[config.mk]
export PLATFORM = sky130hd
export DESIGN_NAME = epoch_to_calendar
export DESIGN_NICKNAME = d
export VERILOG_FILES = /design/src/rtl/core/e2c_pkg.sv /design/src/rtl/core/e2c_dp.sv /design/src/rtl/core/e2c_ctrl.sv /design/src/rtl/core/epoch_to_calendar.sv
export SDC_FILE = /design/constraint.sdc
export NUM_CORES = 1
export LEC_CHECK = 0
export BUFFER_PORTS_ARGS = -buffer_cell sky130_fd_sc_hd__buf_4
export CORE_ASPECT_RATIO = 0.8
export CORE_MARGIN = 1
export CORE_UTILIZATION = 51
export DETAILED_ROUTE_END_ITERATION = 7
export PLACE_DENSITY = 0.7
export RECOVER_POWER = 50
export SYNTH_ARGS = -nofsm -noshare
export SYNTH_HDL_FRONTEND = slang
export SYNTH_SLANG_ARGS = --single-unit
[constraint.sdc]
create_clock -name i_clk -period 15.58 [get_ports i_clk]
set_input_delay 0.779 -clock i_clk [delete_from_list [all_inputs] [get_ports i_clk]]
set_output_delay 0.779 -clock i_clk [all_outputs]
set_load 0.01 [all_outputs]
[src/rtl/core/e2c_pkg.sv]
// ----------------------------------------------------------------------------
// e2c_pkg
// Shared types, constants and the month length table for the epoch to
// calendar converter.
// ----------------------------------------------------------------------------
`default_nettype none

package e2c_pkg;

    localparam logic [9:0]  DAY_ODD       = 10'd675;       // seconds per day over 128
    localparam logic [25:0] DAY_RECIP     = 26'd50903317;  // ceil(2^35 / 675)
    localparam logic [11:0] SECS_PER_HOUR = 12'd3600;
    localparam logic [5:0]  SECS_PER_MIN  = 6'd60;
    localparam logic [11:0] BASE_YEAR     = 12'd1970;
    localparam logic [1:0]  BASE_MOD4     = 2'd2;    // 1970 mod 4
    localparam logic [6:0]  BASE_MOD100   = 7'd70;   // 1970 mod 100
    localparam logic [8:0]  BASE_MOD400   = 9'd370;  // 1970 mod 400
    localparam logic [8:0]  DAYS_LEAP     = 9'd366;
    localparam logic [8:0]  DAYS_COMMON   = 9'd365;
    localparam logic [3:0]  MONTH_JAN     = 4'd1;
    localparam logic [3:0]  MONTH_FEB     = 4'd2;
    localparam logic [3:0]  MONTH_DEC     = 4'd12;
    localparam logic        DIV_LAST_STEP = 1'b1;

    typedef struct packed {
        logic start;      // load a new beat
        logic div_step;   // one step of the divide by seconds per day
        logic loop_step;  // one step of the year/month and h/m reduction
        logic load_out;   // copy results into the output register
    } t_cmd;

    typedef struct packed {
        logic div_last;   // current division step is the final one
        logic loop_done;  // all reductions finished
    } t_status;

    function automatic logic [4:0] month_len(input logic [3:0] month, input logic leap);
        logic [4:0] len;
        case (month)
            MONTH_FEB:                  len = leap ? 5'd29 : 5'd28;
            4'd4, 4'd6, 4'd9, 4'd11:    len = 5'd30;
            default:                    len = 5'd31;
        endcase
        return len;
    endfunction

endpackage

`default_nettype wire

[src/rtl/core/e2c_dp.sv]
// ----------------------------------------------------------------------------
// e2c_dp
// Datapath: divide by seconds per day (reciprocal multiply, then
// remainder), then year/month and hour/minute reduction by repeated
// subtraction, run side by side.
// ----------------------------------------------------------------------------
`default_nettype none

module e2c_dp (
    input  wire logic             i_clk,
    input  wire logic             i_rst_n,
    input  wire logic [31:0]      i_epoch_seconds,
    input  wire e2c_pkg::t_cmd    i_cmd,
    output e2c_pkg::t_status      o_status,
    output logic [11:0]           o_year,
    output logic [3:0]            o_month,
    output logic [4:0]            o_day_of_month,
    output logic [4:0]            o_hour,
    output logic [5:0]            o_minute,
    output logic [5:0]            o_second
);
    import e2c_pkg::*;

    logic [31:0] r_dvd;
    logic [16:0] r_rem;     // seconds of the day
    logic [15:0] r_days;
    logic        r_dphase;
    logic [11:0] r_year;
    logic [1:0]  r_mod4;
    logic [6:0]  r_mod100;
    logic [8:0]  r_mod400;
    logic [3:0]  r_month;
    logic        r_ydone;
    logic [4:0]  r_hour;
    logic [5:0]  r_min;

    logic [50:0] recip_prod;
    logic [24:0] day_span;
    logic [9:0]  tod_hi;
    logic        leap;
    logic [8:0]  ylen;
    logic [4:0]  mlen;
    logic        year_ge;
    logic        month_ge;
    logic        cal_done;
    logic        tod_hour;
    logic        tod_min;

    // 86400 = 128 * 675; floor(x / 675) = (x * ceil(2^35 / 675)) >> 35 for any 25-bit x
    assign recip_prod = {26'd0, r_dvd[31:7]} * {25'd0, DAY_RECIP};
    assign day_span   = {9'd0, r_days} * {15'd0, DAY_ODD};
    assign tod_hi     = 10'(r_dvd[31:7] - day_span);

    assign leap     = (r_mod4 == 2'd0) && ((r_mod100 != 7'd0) || (r_mod400 == 9'd0));
    assign ylen     = leap ? DAYS_LEAP : DAYS_COMMON;
    assign mlen     = month_len(r_month, leap);
    assign year_ge  = r_days >= {7'd0, ylen};
    assign month_ge = (r_month != MONTH_DEC) && (r_days >= {11'd0, mlen});
    assign cal_done = r_ydone && !month_ge;
    assign tod_hour = r_rem >= {5'd0, SECS_PER_HOUR};
    assign tod_min  = r_rem >= {11'd0, SECS_PER_MIN};

    assign o_status.div_last  = (r_dphase == DIV_LAST_STEP);
    assign o_status.loop_done = cal_done && !tod_min;

    always_ff @(posedge i_clk) begin
        if (!i_rst_n) begin
            r_dphase <= 1'b0;
        end else if (i_cmd.start) begin
            r_dvd    <= i_epoch_seconds;
            r_rem    <= '0;
            r_days   <= '0;
            r_dphase <= 1'b0;
            r_year   <= BASE_YEAR;
            r_mod4   <= BASE_MOD4;
            r_mod100 <= BASE_MOD100;
            r_mod400 <= BASE_MOD400;
            r_month  <= MONTH_JAN;
            r_ydone  <= 1'b0;
            r_hour   <= '0;
            r_min    <= '0;
        end else if (i_cmd.div_step) begin
            if (r_dphase == DIV_LAST_STEP) begin
                r_rem <= {tod_hi, r_dvd[6:0]};
            end else begin
                r_days <= recip_prod[50:35];
            end
            r_dphase <= ~r_dphase;
        end else if (i_cmd.loop_step) begin
            // calendar reduction
            if (!r_ydone) begin
                if (year_ge) begin
                    r_days   <= r_days - {7'd0, ylen};
                    r_year   <= r_year + 12'd1;
                    r_mod4   <= r_mod4 + 2'd1;
                    r_mod100 <= (r_mod100 == 7'd99) ? 7'd0 : r_mod100 + 7'd1;
                    r_mod400 <= (r_mod400 == 9'd399) ? 9'd0 : r_mod400 + 9'd1;
                end else begin
                    r_ydone <= 1'b1;
                end
            end else if (month_ge) begin
                r_days  <= r_days - {11'd0, mlen};
                r_month <= r_month + 4'd1;
            end
            // time of day reduction
            if (tod_hour) begin
                r_rem  <= r_rem - {5'd0, SECS_PER_HOUR};
                r_hour <= r_hour + 5'd1;
            end else if (tod_min) begin
                r_rem <= r_rem - {11'd0, SECS_PER_MIN};
                r_min <= r_min + 6'd1;
            end
        end
    end

    always_ff @(posedge i_clk) begin
        if (i_cmd.load_out) begin
            o_year         <= r_year;
            o_month        <= r_month;
            o_day_of_month <= 5'(r_days + 16'd1);
            o_hour         <= r_hour;
            o_minute       <= r_min;
            o_second       <= r_rem[5:0];
        end
    end

endmodule

`default_nettype wire

[src/rtl/core/e2c_ctrl.sv]
// ----------------------------------------------------------------------------
// e2c_ctrl
// Controller: sequences load, division and reduction, and owns the output
// valid flag.
// ----------------------------------------------------------------------------
`default_nettype none

module e2c_ctrl (
    input  wire logic              i_clk,
    input  wire logic              i_rst_n,
    input  wire logic              i_valid,
    output logic                   o_ready,
    output logic                   o_valid,
    input  wire logic              i_ready,
    input  wire e2c_pkg::t_status  i_status,
    output e2c_pkg::t_cmd          o_cmd
);
    import e2c_pkg::*;

    typedef enum logic [3:0] {
        S_IDLE = 4'b0001,
        S_DIV  = 4'b0010,
        S_LOOP = 4'b0100,
        S_HOLD = 4'b1000
    } t_state;

    t_state r_state, n_state;
    logic   r_valid, n_valid;
    logic   out_free;

    assign out_free = !r_valid || i_ready;
    assign o_ready  = (r_state == S_IDLE);
    assign o_valid  = r_valid;

    always_comb begin
        n_state = r_state;
        o_cmd   = '0;
        case (r_state)
            S_IDLE: begin
                if (i_valid) begin
                    o_cmd.start = 1'b1;
                    n_state     = S_DIV;
                end
            end
            S_DIV: begin
                o_cmd.div_step = 1'b1;
                if (i_status.div_last) n_state = S_LOOP;
            end
            S_LOOP: begin
                if (!i_status.loop_done) begin
                    o_cmd.loop_step = 1'b1;
                end else if (out_free) begin
                    o_cmd.load_out = 1'b1;
                    n_state        = S_IDLE;
                end else begin
                    n_state = S_HOLD;
                end
            end
            S_HOLD: begin
                if (out_free) begin
                    o_cmd.load_out = 1'b1;
                    n_state        = S_IDLE;
                end
            end
            default: n_state = S_IDLE;
        endcase
    end

    always_comb begin
        n_valid = r_valid;
        if (o_cmd.load_out)       n_valid = 1'b1;
        else if (r_valid && i_ready) n_valid = 1'b0;
    end

    always_ff @(posedge i_clk) begin
        if (!i_rst_n) begin
            r_state <= S_IDLE;
            r_valid <= 1'b0;
        end else begin
            r_state <= n_state;
            r_valid <= n_valid;
        end
    end

endmodule

`default_nettype wire

[src/rtl/core/epoch_to_calendar.sv]
// ----------------------------------------------------------------------------
// epoch_to_calendar
// Unix seconds to Gregorian year, month, day and time of day.
// ----------------------------------------------------------------------------
//  channel   direction  handshake            payload
//  input     in         i_valid / o_ready    i_epoch_seconds
//  result    out        o_valid / i_ready    o_year .. o_second
//
//  One beat at a time: the accepting edge loads the operand, the divide by
//  seconds per day follows (reciprocal multiply, then remainder), then the
//  reduction loop (one year per cycle, one step to close the year loop, one
//  month per cycle, with hour/minute subtraction run alongside), and the
//  output register is loaded once all reductions are done. Reset is
//  synchronous and clears only control state. A result waits in the output
//  register; the next input beat is taken while it waits, and a finished
//  conversion holds until the register frees.
// ----------------------------------------------------------------------------
`default_nettype none

module epoch_to_calendar (
    input  wire logic        i_clk,
    input  wire logic        i_rst_n,
    input  wire logic        i_valid,
    output logic             o_ready,
    input  wire logic [31:0] i_epoch_seconds,
    output logic             o_valid,
    input  wire logic        i_ready,
    output logic [11:0]      o_year,
    output logic [3:0]       o_month,
    output logic [4:0]       o_day_of_month,
    output logic [4:0]       o_hour,
    output logic [5:0]       o_minute,
    output logic [5:0]       o_second
);
    import e2c_pkg::*;

    t_cmd    cmd;
    t_status status;

    e2c_ctrl u_ctrl (
        .i_clk    (i_clk),
        .i_rst_n  (i_rst_n),
        .i_valid  (i_valid),
        .o_ready  (o_ready),
        .o_valid  (o_valid),
        .i_ready  (i_ready),
        .i_status (status),
        .o_cmd    (cmd)
    );

    e2c_dp u_dp (
        .i_clk           (i_clk),
        .i_rst_n         (i_rst_n),
        .i_epoch_seconds (i_epoch_seconds),
        .i_cmd           (cmd),
        .o_status        (status),
        .o_year          (o_year),
        .o_month         (o_month),
        .o_day_of_month  (o_day_of_month),
        .o_hour          (o_hour),
        .o_minute        (o_minute),
        .o_second        (o_second)
    );

endmodule

`default_nettype wire

Word-level counts from Yosys, hierarchy flattened
Cells that the tools add are included.
{"block": "totals", "out_inout_bits": 40, "regBits": 155, "input_bits": 36, "word_cells": 160}
{"block": "op_classes", "n_lt_le_gt_ge": 4, "n_mux": 63, "mul": 2, "n_eq_ne": 22, "n_bitwise": 2, "n_addsub": 13, "reduce_logical": 34}
{"operator": "$mux 16", "n": 6}
{"operator": "$mux 17", "n": 5}
{"operator": "$mul 25x26->51 const B", "n": 1}
{"operator": "$mux 12", "n": 4}
{"operator": "$mux 9", "n": 5}
{"operator": "$mux 4", "n": 9}
{"operator": "$mux 7", "n": 5}
{"operator": "$mux 6", "n": 4}
{"operator": "$reduce_and 5->1", "n": 4}
{"operator": "$ge 17x12->1 const B", "n": 1}
{"operator": "$ge 17x6->1 const B", "n": 1}
{"operator": "$sub 17x12->17 const B", "n": 1}
{"operator": "$sub 17x6->17 const B", "n": 1}
{"operator": "$ge 16x5->1", "n": 1}
{"operator": "$ge 16x9->1", "n": 1}
{"operator": "$mul 16x10->10 const B", "n": 1}
{"operator": "$pmux 4 s4", "n": 1}
{"operator": "$sub 16x5->16", "n": 1}
{"operator": "$sub 16x9->16", "n": 1}
{"operator": "$mux 5", "n": 3}
{"operator": "$mux 1", "n": 14}
{"operator": "$reduce_bool 2->1", "n": 7}
{"operator": "$add 12x1->12 const B", "n": 1}
{"operator": "$eq 4x3->1 const B", "n": 3}
{"operator": "other kinds (34)", "n": 59}

Depth between registers and ports, before layout
Gate-level depths: netlist of run 1.
{"block": "depth", "depth_word": 14, "mapped_depth": 25, "depth_no_buf": 25}

Cells and area by module
From an unflattened synthesis of run 1, not the netlist that was laid out.
{"block": "hier_totals", "cells_unflattened": 1726, "area_unflattened_um2": 18203.7}
{"mod": "e2c_dp", "area_per_inst_um2": 17848.4, "seq_area_each_um2": 4494.3, "cells_per_inst": 1683, "instances": 1}
{"mod": "e2c_ctrl", "area_per_inst_um2": 355.3, "seq_area_each_um2": 100.1, "cells_per_inst": 43, "instances": 1}

Worst setup path after synthesis of run 1
OpenSTA, ideal clock, no wires.
{"block": "synth_path", "kind": "register -> register", "start": "reg u_dp.r_dvd[12]", "end": "reg u_dp.r_days[1] (data pin)", "required_time_ps": 15390, "t_arrival_ps": 6128, "path_stages_with_launch": 23, "n_path_buf": 0, "synth_period_minus_slack_ps": 6318, "slack_ps": 9262, "setup_time_ps": 190, "cell_sequence": "edfxtp_1 -> inv_1 -> ha_1 -> inv_1 -> fa_1 -> ha_1 -> inv_1 -> fa_1 -> inv_1 -> fa_1 -> fa_1 -> inv_1 -> fa_1 -> inv_1 -> ha_1 -> and2_1 -> a221o_1 -> a221oi_1 -> o21a_1 -> o311ai_1 -> a41o_1 -> and3_1 -> a2111oi_2"}
{"block": "synth_between", "elab_chain_len": 3}
{"item": "start: declaration", "line": "e2c_dp.sv:24", "source": "logic [31:0] r_dvd;"}
{"item": "start signal: assignment", "line": "e2c_dp.sv:70", "source": "r_dvd <= i_epoch_seconds;"}
{"item": "$mul 25x26->51", "line": "e2c_dp.sv:50", "source": "assign recip_prod = {26'd0, r_dvd[31:7]} * {25'd0, DAY_RECIP};"}
{"item": "$mux 16", "line": "e2c_dp.sv:83", "source": "if (r_dphase == DIV_LAST_STEP) begin"}
{"item": "$mux 16", "line": "e2c_dp.sv:82", "source": "end else if (i_cmd.div_step) begin"}
{"item": "end signal: assignment", "line": "e2c_dp.sv:86", "source": "r_days <= recip_prod[50:35];"}
{"item": "end signal: assignment", "line": "e2c_dp.sv:93", "source": "r_days <= r_days - {7'd0, ylen};"}
{"item": "end signal: assignment", "line": "e2c_dp.sv:102", "source": "r_days <= r_days - {11'd0, mlen};"}
{"item": "end: declaration", "line": "e2c_dp.sv:26", "source": "logic [15:0] r_days;"}
No other way between the ends. The select of a mux whose other input is x is not followed.
A chain may end at the register's enable or synchronous reset.

Worst setup path in the final report of run 1
{"block": "layout_path", "start": "reg u_dp.r_dvd[12]", "end": "reg u_dp.r_days[14] (data pin)"}
The elaborated chain is that of the path after synthesis.

==> results of run 1 <==
-- flip-flops by register name, indices dropped and copies added, names as in the netlist, 6 cells and up --
register,cells
u_dp.o_minute,6
u_dp.r_days,16
u_dp.o_year,12
u_dp.r_min,6
u_dp.r_mod100,7
u_dp.o_second,6
u_dp.r_dvd,32
u_dp.r_year,12
u_dp.r_rem,17
u_dp.r_mod400,9
-- area by class of cell --
type / instances / area, sq um
flip-flops and latches: 155 / 4590
well taps: 472 / 591
multi-input cells: 1178 / 12100
repair buffers: 81 / 458
clock inverters: 14 / 158
fillers: 2996 / 15200
inverters: 405 / 1520
clock buffers: 18 / 429
-- power by group through the flow --
| stage | logic [W] | clock network (W) | registers (W) |
|---|---|---|---|
| after global routing | 0.00315 | 0.000446 | 0.000537 |
| after detailed placement | 0.00272 | 0 | 0.000541 |
| after global placement | 0.00268 | 0 | 0.000540 |
| after CTS | 0.00276 | 0.000433 | 0.000533 |
| final | 0.00278 | 0.000423 | 0.000533 |
| after floorplan | 0.00204 | 0 | 0.000525 |
-- cells in the final DEF (no fill, tap or decap), drive strengths merged, types with 6 or more instances in the layout --
| cell | Yosys | final |
|---|---|---|
| and2 | 7 | 7 |
| buf | 9 | 9 |
| inv | 405 | 411 |
| nand4 | 12 | 12 |
| and3 | 15 | 15 |
| nor3 | 22 | 22 |
| dfxtp | 6 | 6 |
| a21o | 25 | 25 |
| nand3b | 6 | 6 |
| a21oi | 77 | 77 |
| nand3 | 38 | 38 |
| nor2 | 86 | 86 |
| xor2 | 39 | 39 |
| fa | 196 | 196 |
| ha | 337 | 337 |
| nand2b | 9 | 9 |
| o21bai | 6 | 6 |
| a211oi | 17 | 17 |
| o22ai | 7 | 7 |
| nand2 | 82 | 82 |
| a31oi | 11 | 11 |
| o21ai | 50 | 50 |
| nor2b | 7 | 7 |
| xnor2 | 52 | 52 |
| clkbuf | 17 | 90 |
| edfxtp | 149 | 149 |
| nor4 | 8 | 8 |
-- cell usage after synthesis, drive strengths merged (4+ instances only) --
cell / n
nor2b: 7
nor4: 8
nand3b: 6
o22ai: 7
o211ai: 5
dfxtp: 6
nand2b: 9
o21ai: 50
a31oi: 11
fa: 196
a21oi: 77
and3: 15
o21a: 5
and2: 7
ha: 337
nand4: 12
a211oi: 17
inv: 405
nor2: 86
nor3b: 4
xor2: 39
a21o: 25
o21bai: 6
nand2: 82
buf: 9
nor3: 22
edfxtp: 149
xnor2: 52
nand3: 38
clkbuf: 17
-- metrics by stage --
step / utilization, % / setup slack, ns / hold WS [ns] / power (W) / area (sq um)
after floorplan: - / 9.26 / 0.441 / 0.00257 / 18300
after global placement: 55.4 / 8.73 / 0.456 / 0.00322 / 19400
after detailed placement: 55.4 / 8.66 / 0.458 / 0.00326 / 19400
after CTS: 57.0 / 8.62 / 0.463 / 0.00372 / 20000
after global routing: 56.6 / 8.24 / 0.497 / 0.00414 / 19800
final: 56.6 / 8.55 / 0.476 / 0.00373 / 19800
-- worst max-delay path, stage by stage, from the launching register on --
cell and delay [ns]:
edfxtp_1 0.74, inv_1 0.22, ha_1 0.39, inv_1 0.09, fa_1 0.46, ha_1 0.28, inv_1 0.05, fa_1 0.49
inv_1 0.05, fa_1 0.47, fa_1 0.55, inv_1 0.05, fa_1 0.52, inv_1 0.04, ha_1 0.36, a21oi_1 0.14
o21ai_0 0.09, a221o_1 0.35, nand2_1 0.07, nand4_1 0.10, o21ai_1 0.41, a31oi_1 0.28, or2_2 0.33, a221oi_1 0.28
-- final timing paths --
check,slack [ns],cells past startpoint,to,start
setup / recovery,8.55,23,u_dp.r_days[14],u_dp.r_dvd[12]
hold / removal,0.48,2,u_dp.r_dphase,u_dp.r_dphase
setup reg to reg,8.55,23,u_dp.r_days[14],u_dp.r_dvd[12]
hold reg to reg,0.48,2,u_dp.r_dphase,u_dp.r_dphase
-- per-layer routing --
| layer | global-route usage, % | vias to the layer above |
|---|---|---|
| li1 | - | 6019 |
| met1 | 35.4 | 6147 |
| met4 | 7.27 | 0 |
| met3 | 6.30 | 63 |
| met2 | 38.6 | 319 |
| met5 | 0 | - |
-- kinds of logic (layout without fill, tap and decap cells) --
| kind of cell | count (synthesis) | in the layout | share of synthesized area, % |
|---|---|---|---|
| AOI/OAI and AO/OA | 236 | 236 | 8.36 |
| xor gates and xnor gates | 91 | 91 | 4.36 |
| adders and majority gates | 533 | 533 | 44.5 |
| buffers and inverters | 431 | 518 | 8.96 |
| DFF | 155 | 155 | 25.1 |
| muxes | 5 | 5 | 0.287 |
| and+or+nand+nor | 313 | 313 | 8.44 |
==> metrics.txt, run 1 <==
diode count 0; number of synthesized flops with an enable pin 149; Post-Synthesis Cells around 1800; Cells after DPL about 2300; reported net switching power 0.00188 W; TritonRoute pass-1 iters 4; P per Cell Area 188 nW/um^2; I/O Buffers 75; Core Rows 61; top layer used by detailed routing met4; vias in the first global route 13100; FMAX 142 MHz; share of cells above drive strength 1 5.08%; Worst setup EP type flop; Hold Crit Class flop to flop; post-route insts no fill 2323; Vias about 13000; RSZ-0062 raised after global routing no; starting density of the core 52.2%; largest area contributor in the netlist edfxtp_1; share of the synthesized area in the top cell type 24.5%; CTS tree yes; Final GP Congestion 0.948; failing checks max-capacitance violations, max-slew violations; syn avg cell area 10.4 sq um; DR iter-0 viols between 900 and 1000; Crit Path Max Fanout 11; layout overhead on the synthesized area 8.31%; YS warnings 0; wire length on met3 2760 um; die footprint 36600 sq um; Clock Pin Slew Worst Setup and Hold Paths 0.07 ns; Clk Latency, worst-skew pair 0.46 ns; Root Driver clkbuf_16; Routed wire per std cell 18.3 um; Via density 5.40; Post-route DRC 0; status finished, violations left; initial antenna violation count 0; global-route wire length before repair 69400 um; clk buf depth 2; nets@finish 2407; CTS Buf Count 17; kind of critical path flop to flop; post-synthesis sequential area ratio 25.1%; Max-slew headroom -36.9%; met2 wire length roughly 19000 um; hold-fix buffer count after cts 0; Post-synth ARST share 0%; Req. time, crit path 15.85 ns; number of synthesized register bits 155; Core Area 35000 sq um; clock skew between 0.009 and 0.01 ns; period utilization 45.1%; Slew Limit Fails 86; Slew @ Worst Pin about 2 ns; final hold vios 0; die height 171 um; post-CTS setup buffer count 0; M1 WL 20100 um; antenna viol nets, final 0; Pint 0.00186 W; Synth area leaders edfxtp_1, ha_1, fa_1; final setup vio count 0; largest net degree at the start of global routing 39; syn nets 2333; DIE WIDTH 214 um; clock network power share around 11%; Final HPWL DP approximately 34000 um; setup tns final 0 ns; critical path launch point type flop; depth of the CTS H-tree 4; Routed WL 42500 um; Sw Ratio 50.3%; Synth cell types 74; cts repair resizes 0; Peak supply drop approximately 0.19 mV; max-cap violations 3; Post-Syn Area between 15000 and 20000 sq um; top_reg_cell synth edfxtp_1; gr usage total 25.2%; sequential share of power 14.3%; GRT overflow 0; number of I/O pins 76; crit path DAT between 7 and 8 ns; combinational share of power between 70 and 80%; CTS Sinks 155; fin crit period 7.03 ns; Pleak approximately 9.5 nW
Power figures use the tool's default switching activity.
==> run 2, diff against run 1 <==
==> constraint.sdc (replaced) <==
create_clock -name i_clk -period 7.22 [get_ports i_clk]
set_input_delay 0.361 -clock i_clk [delete_from_list [all_inputs] [get_ports i_clk]]
set_output_delay 0.361 -clock i_clk [all_outputs]
set_load 0.01 [all_outputs]
==> run 2 against run 1 <==
Compared with the run above: the run still ends with max-capacitance violations, max-slew violations left; sequential cell count is the same; combinational power grew 110%; via count grew 0.57%; cell count grew 0.69%; sequential power grew 110%; clock-buffer cell count is the same; first-iteration DRC count shrank 0.88%; worst setup slack lost 8.1 ns; clock power grew 120%; routed wire length grew 0.95%; critical path type unchanged; critical endpoint is now u_dp.r_days[12]; largest power group unchanged.
==> metrics.txt, run 2 (synthesized netlist as in run 1, its figures left out) <==
clock network power share 11.9% (was 11.3%); Sw Ratio 49.7% (was 50.3%); CTS Buf Count 17 (unchanged); CTS tree yes (unchanged); Final HPWL DP 34700 um (was 34300 um); FMAX 147 MHz (was 142 MHz); starting density of the core 52.2% (unchanged); layout overhead on the synthesized area 9.05% (was 8.31%); I/O Buffers 75 (unchanged); gr usage total 25.2% (about the same); M1 WL 20400 um (was 20100 um); initial antenna violation count 0 (unchanged); wire length on met3 2860 um (was 2760 um); depth of the CTS H-tree 4 (unchanged); status finished, violations left (unchanged); Slew Limit Fails 93 (was 86); Peak supply drop 0.516 mV (was 0.193 mV); CTS Sinks 155 (unchanged); Max-slew headroom -51.6% (was -36.9%); max-cap violations 3 (unchanged); reg2reg start u_dp.r_dvd[26] (was u_dp.r_dvd[12]); kind of critical path flop to flop (unchanged); Worst setup EP type flop (unchanged); fin crit period 6.79 ns (was 7.03 ns); final setup vio count 0 (unchanged); critical path launch point type flop (unchanged); worst slack at placement 0.349 ns (was 8.66 ns); combinational share of power 73.9% (was 74.4%); Root Driver clkbuf_16 (unchanged); nets@finish 2422 (was 2407); reg2reg end u_dp.r_days[12] (was u_dp.r_days[14]); share of cells above drive strength 1 5.79% (was 5.08%); die footprint 36600 sq um (unchanged); Core Rows 61 (unchanged); fin util 57.0% (was 56.6%); min-delay src i_epoch_seconds[29] (was u_dp.r_dphase); Pleak 9.57 nW (was 9.49 nW); number of I/O pins 76 (unchanged); Routed wire per std cell 18.3 um (about the same); Via density 5.40 (about the same); post-route setup slack 0.431 ns (was 8.55 ns); top layer used by detailed routing met4 (unchanged); hold-fix buffer count after cts 0 (unchanged); commonest non-fill, non-tap cell in the layout inv_1 (unchanged); antenna viol nets, final 0 (unchanged); DR iter-0 viols 900 (was 908); top flop regs u_dp.r_dvd: 32 flops, u_dp.r_rem: 17 flops, u_dp.r_days: 16 flops (unchanged); max reg flops 32 (unchanged); Overall Power 0.00800 W (was 0.00373 W); TritonRoute pass-1 iters 5 (was 4); Hold EP u_dp.r_dvd[29] (was u_dp.r_dphase); Clock Pin Slew Worst Setup and Hold Paths 0.08 ns (was 0.07 ns); Post-route DRC 0 (unchanged); post-route cell area 20000 sq um (was 19800 sq um); GRT overflow 0 (unchanged); Vias 12600 (was 12500); Clk Latency, worst-skew pair 0.46 ns (about the same); Final GP Congestion 0.984 (was 0.948); final hold vios 0 (unchanged); crit path DAT 6.99 ns (was 7.30 ns); most frequent cells in the layout inv_1, ha_1, fa_1, edfxtp_1, nor2_1 (unchanged); clk buf depth 2 (unchanged); failing checks max-capacitance violations, max-slew violations (unchanged); Hold Crit Class primary input to flop (was flop to flop); DIE WIDTH 214 um (unchanged); Routed WL 42900 um (was 42500 um); worst reg2reg setup slack 0.43 ns (was 8.55 ns); Slew @ Worst Pin 2.27 ns (was 2.04 ns); die height 171 um (unchanged); Largest Register u_dp.r_dvd (unchanged); sequential share of power 14.3% (about the same); reported net switching power 0.00398 W (was 0.00188 W); cell count of the worst reg-to-reg path 21 (was 23); global-route wire length before repair 68900 um (was 69400 um); Pint 0.00402 W (was 0.00186 W); Hold Crit Depth 1 (was 2); Core Area 35000 sq um (unchanged); Crit Path Max Fanout 7 (was 11); period utilization 94.0% (was 45.1%); RSZ-0062 raised after global routing yes (was no); P per Cell Area 401 nW/um^2 (was 188 nW/um^2); Req. time, crit path 7.42 ns (was 15.85 ns); WHS 0.100 ns (was 0.476 ns); clock skew 0.0116 ns (was 0.00902 ns); largest net degree at the start of global routing 42 (was 39); placed cell areas 19400 sq um (about the same); met2 wire length 18500 um (was 18700 um); vias in the first global route 12800 (was 13100)
## run 2: cell types whose count changed in the layout (fill, tap and decap cells not counted), moves of 2 or more
cell	before	now
buf_4	9	23
and2_0	3	0
and2_1	4	7
inv_8	2	5
inv_6	4	2
## run 2: power by group through the flow
stage | clock, W | combinational, W | sequential, W
after floorplan | 0 | 0.00440 | 0.00113
after global placement | 0 | 0.00579 | 0.00116
after detailed placement | 0 | 0.00582 | 0.00116
after CTS | 0.000971 | 0.00588 | 0.00114
after global routing | 0.00100 | 0.00676 | 0.00115
final | 0.000949 | 0.00591 | 0.00114
## run 2: per-layer routing
metal  up-vias  GRT usage, %
li1       6045             -
met1      6190          35.6
met2       328          37.3
met3        56          6.70
met4         0          8.26
met5         -             0
## run 2: layout make-up
cell class                 instances  area [sq um]
antenna                            1          2.50
clock buffer                      18           429
clock inverter                    14           181
fill                            3018         15100
inverter                         405          1520
multi-input combinational       1178         12100
sequential                       155          4590
tap                              472           591
timing repair buffer              96           567
## run 2: how the worst max path moves through the flow
| stage | start | depth (start not counted) | end | slack, ns |
|---|---|---|---|---|
| 6_report | u_dp.r_dvd[26] | 21 | u_dp.r_days[12] | 0.43 |
| 5_1_grt | u_dp.r_dvd[26] | 21 | u_dp.r_days[14] | -0.004 |
| 4_1_cts | u_dp.r_dvd[12] | 23 | u_dp.r_days[2] | 0.33 |
| 3_5_place_dp | u_dp.r_dvd[23] | 21 | u_dp.r_days[12] | 0.35 |
| 3_3_place_gp | u_dp.r_dvd[12] | 23 | u_dp.r_days[14] | 0.46 |
| 2_1_floorplan | u_dp.r_dvd[12] | 22 | u_dp.r_days[1] | 0.90 |
## run 2: worst max-delay path, stage by stage (launching register included)
cell and delay, ns:
edfxtp_1 0.61, ha_1 0.38, fa_1 0.52, inv_1 0.05, fa_1 0.48, fa_1 0.57, inv_1 0.06, fa_1 0.53
inv_1 0.05, fa_1 0.53, inv_1 0.05, fa_1 0.49, ha_1 0.39, and4_1 0.26, nand3_1 0.11, nor2_1 0.24
nand2_1 0.08, a31oi_1 0.21, o21ai_2 0.13, a31oi_1 0.43, nor3_1 0.12, a211o_1 0.25
## run 2: what timing repair did
item / in CTS / in global routing
setup buffers: 0 / 8
setup endpoints to repair: 0 / 6
resized for setup: 0 / 1
## run 2: metrics by stage
| step | instances | TNS, ns |
|---|---|---|
| after floorplan | 1764 | 0 |
| after global routing | 2338 | -0.00380 |
| after detailed placement | 2298 | 0 |
| final | 2339 | 0 |
| after CTS | 2330 | 0 |
| after global placement | 2298 | 0 |
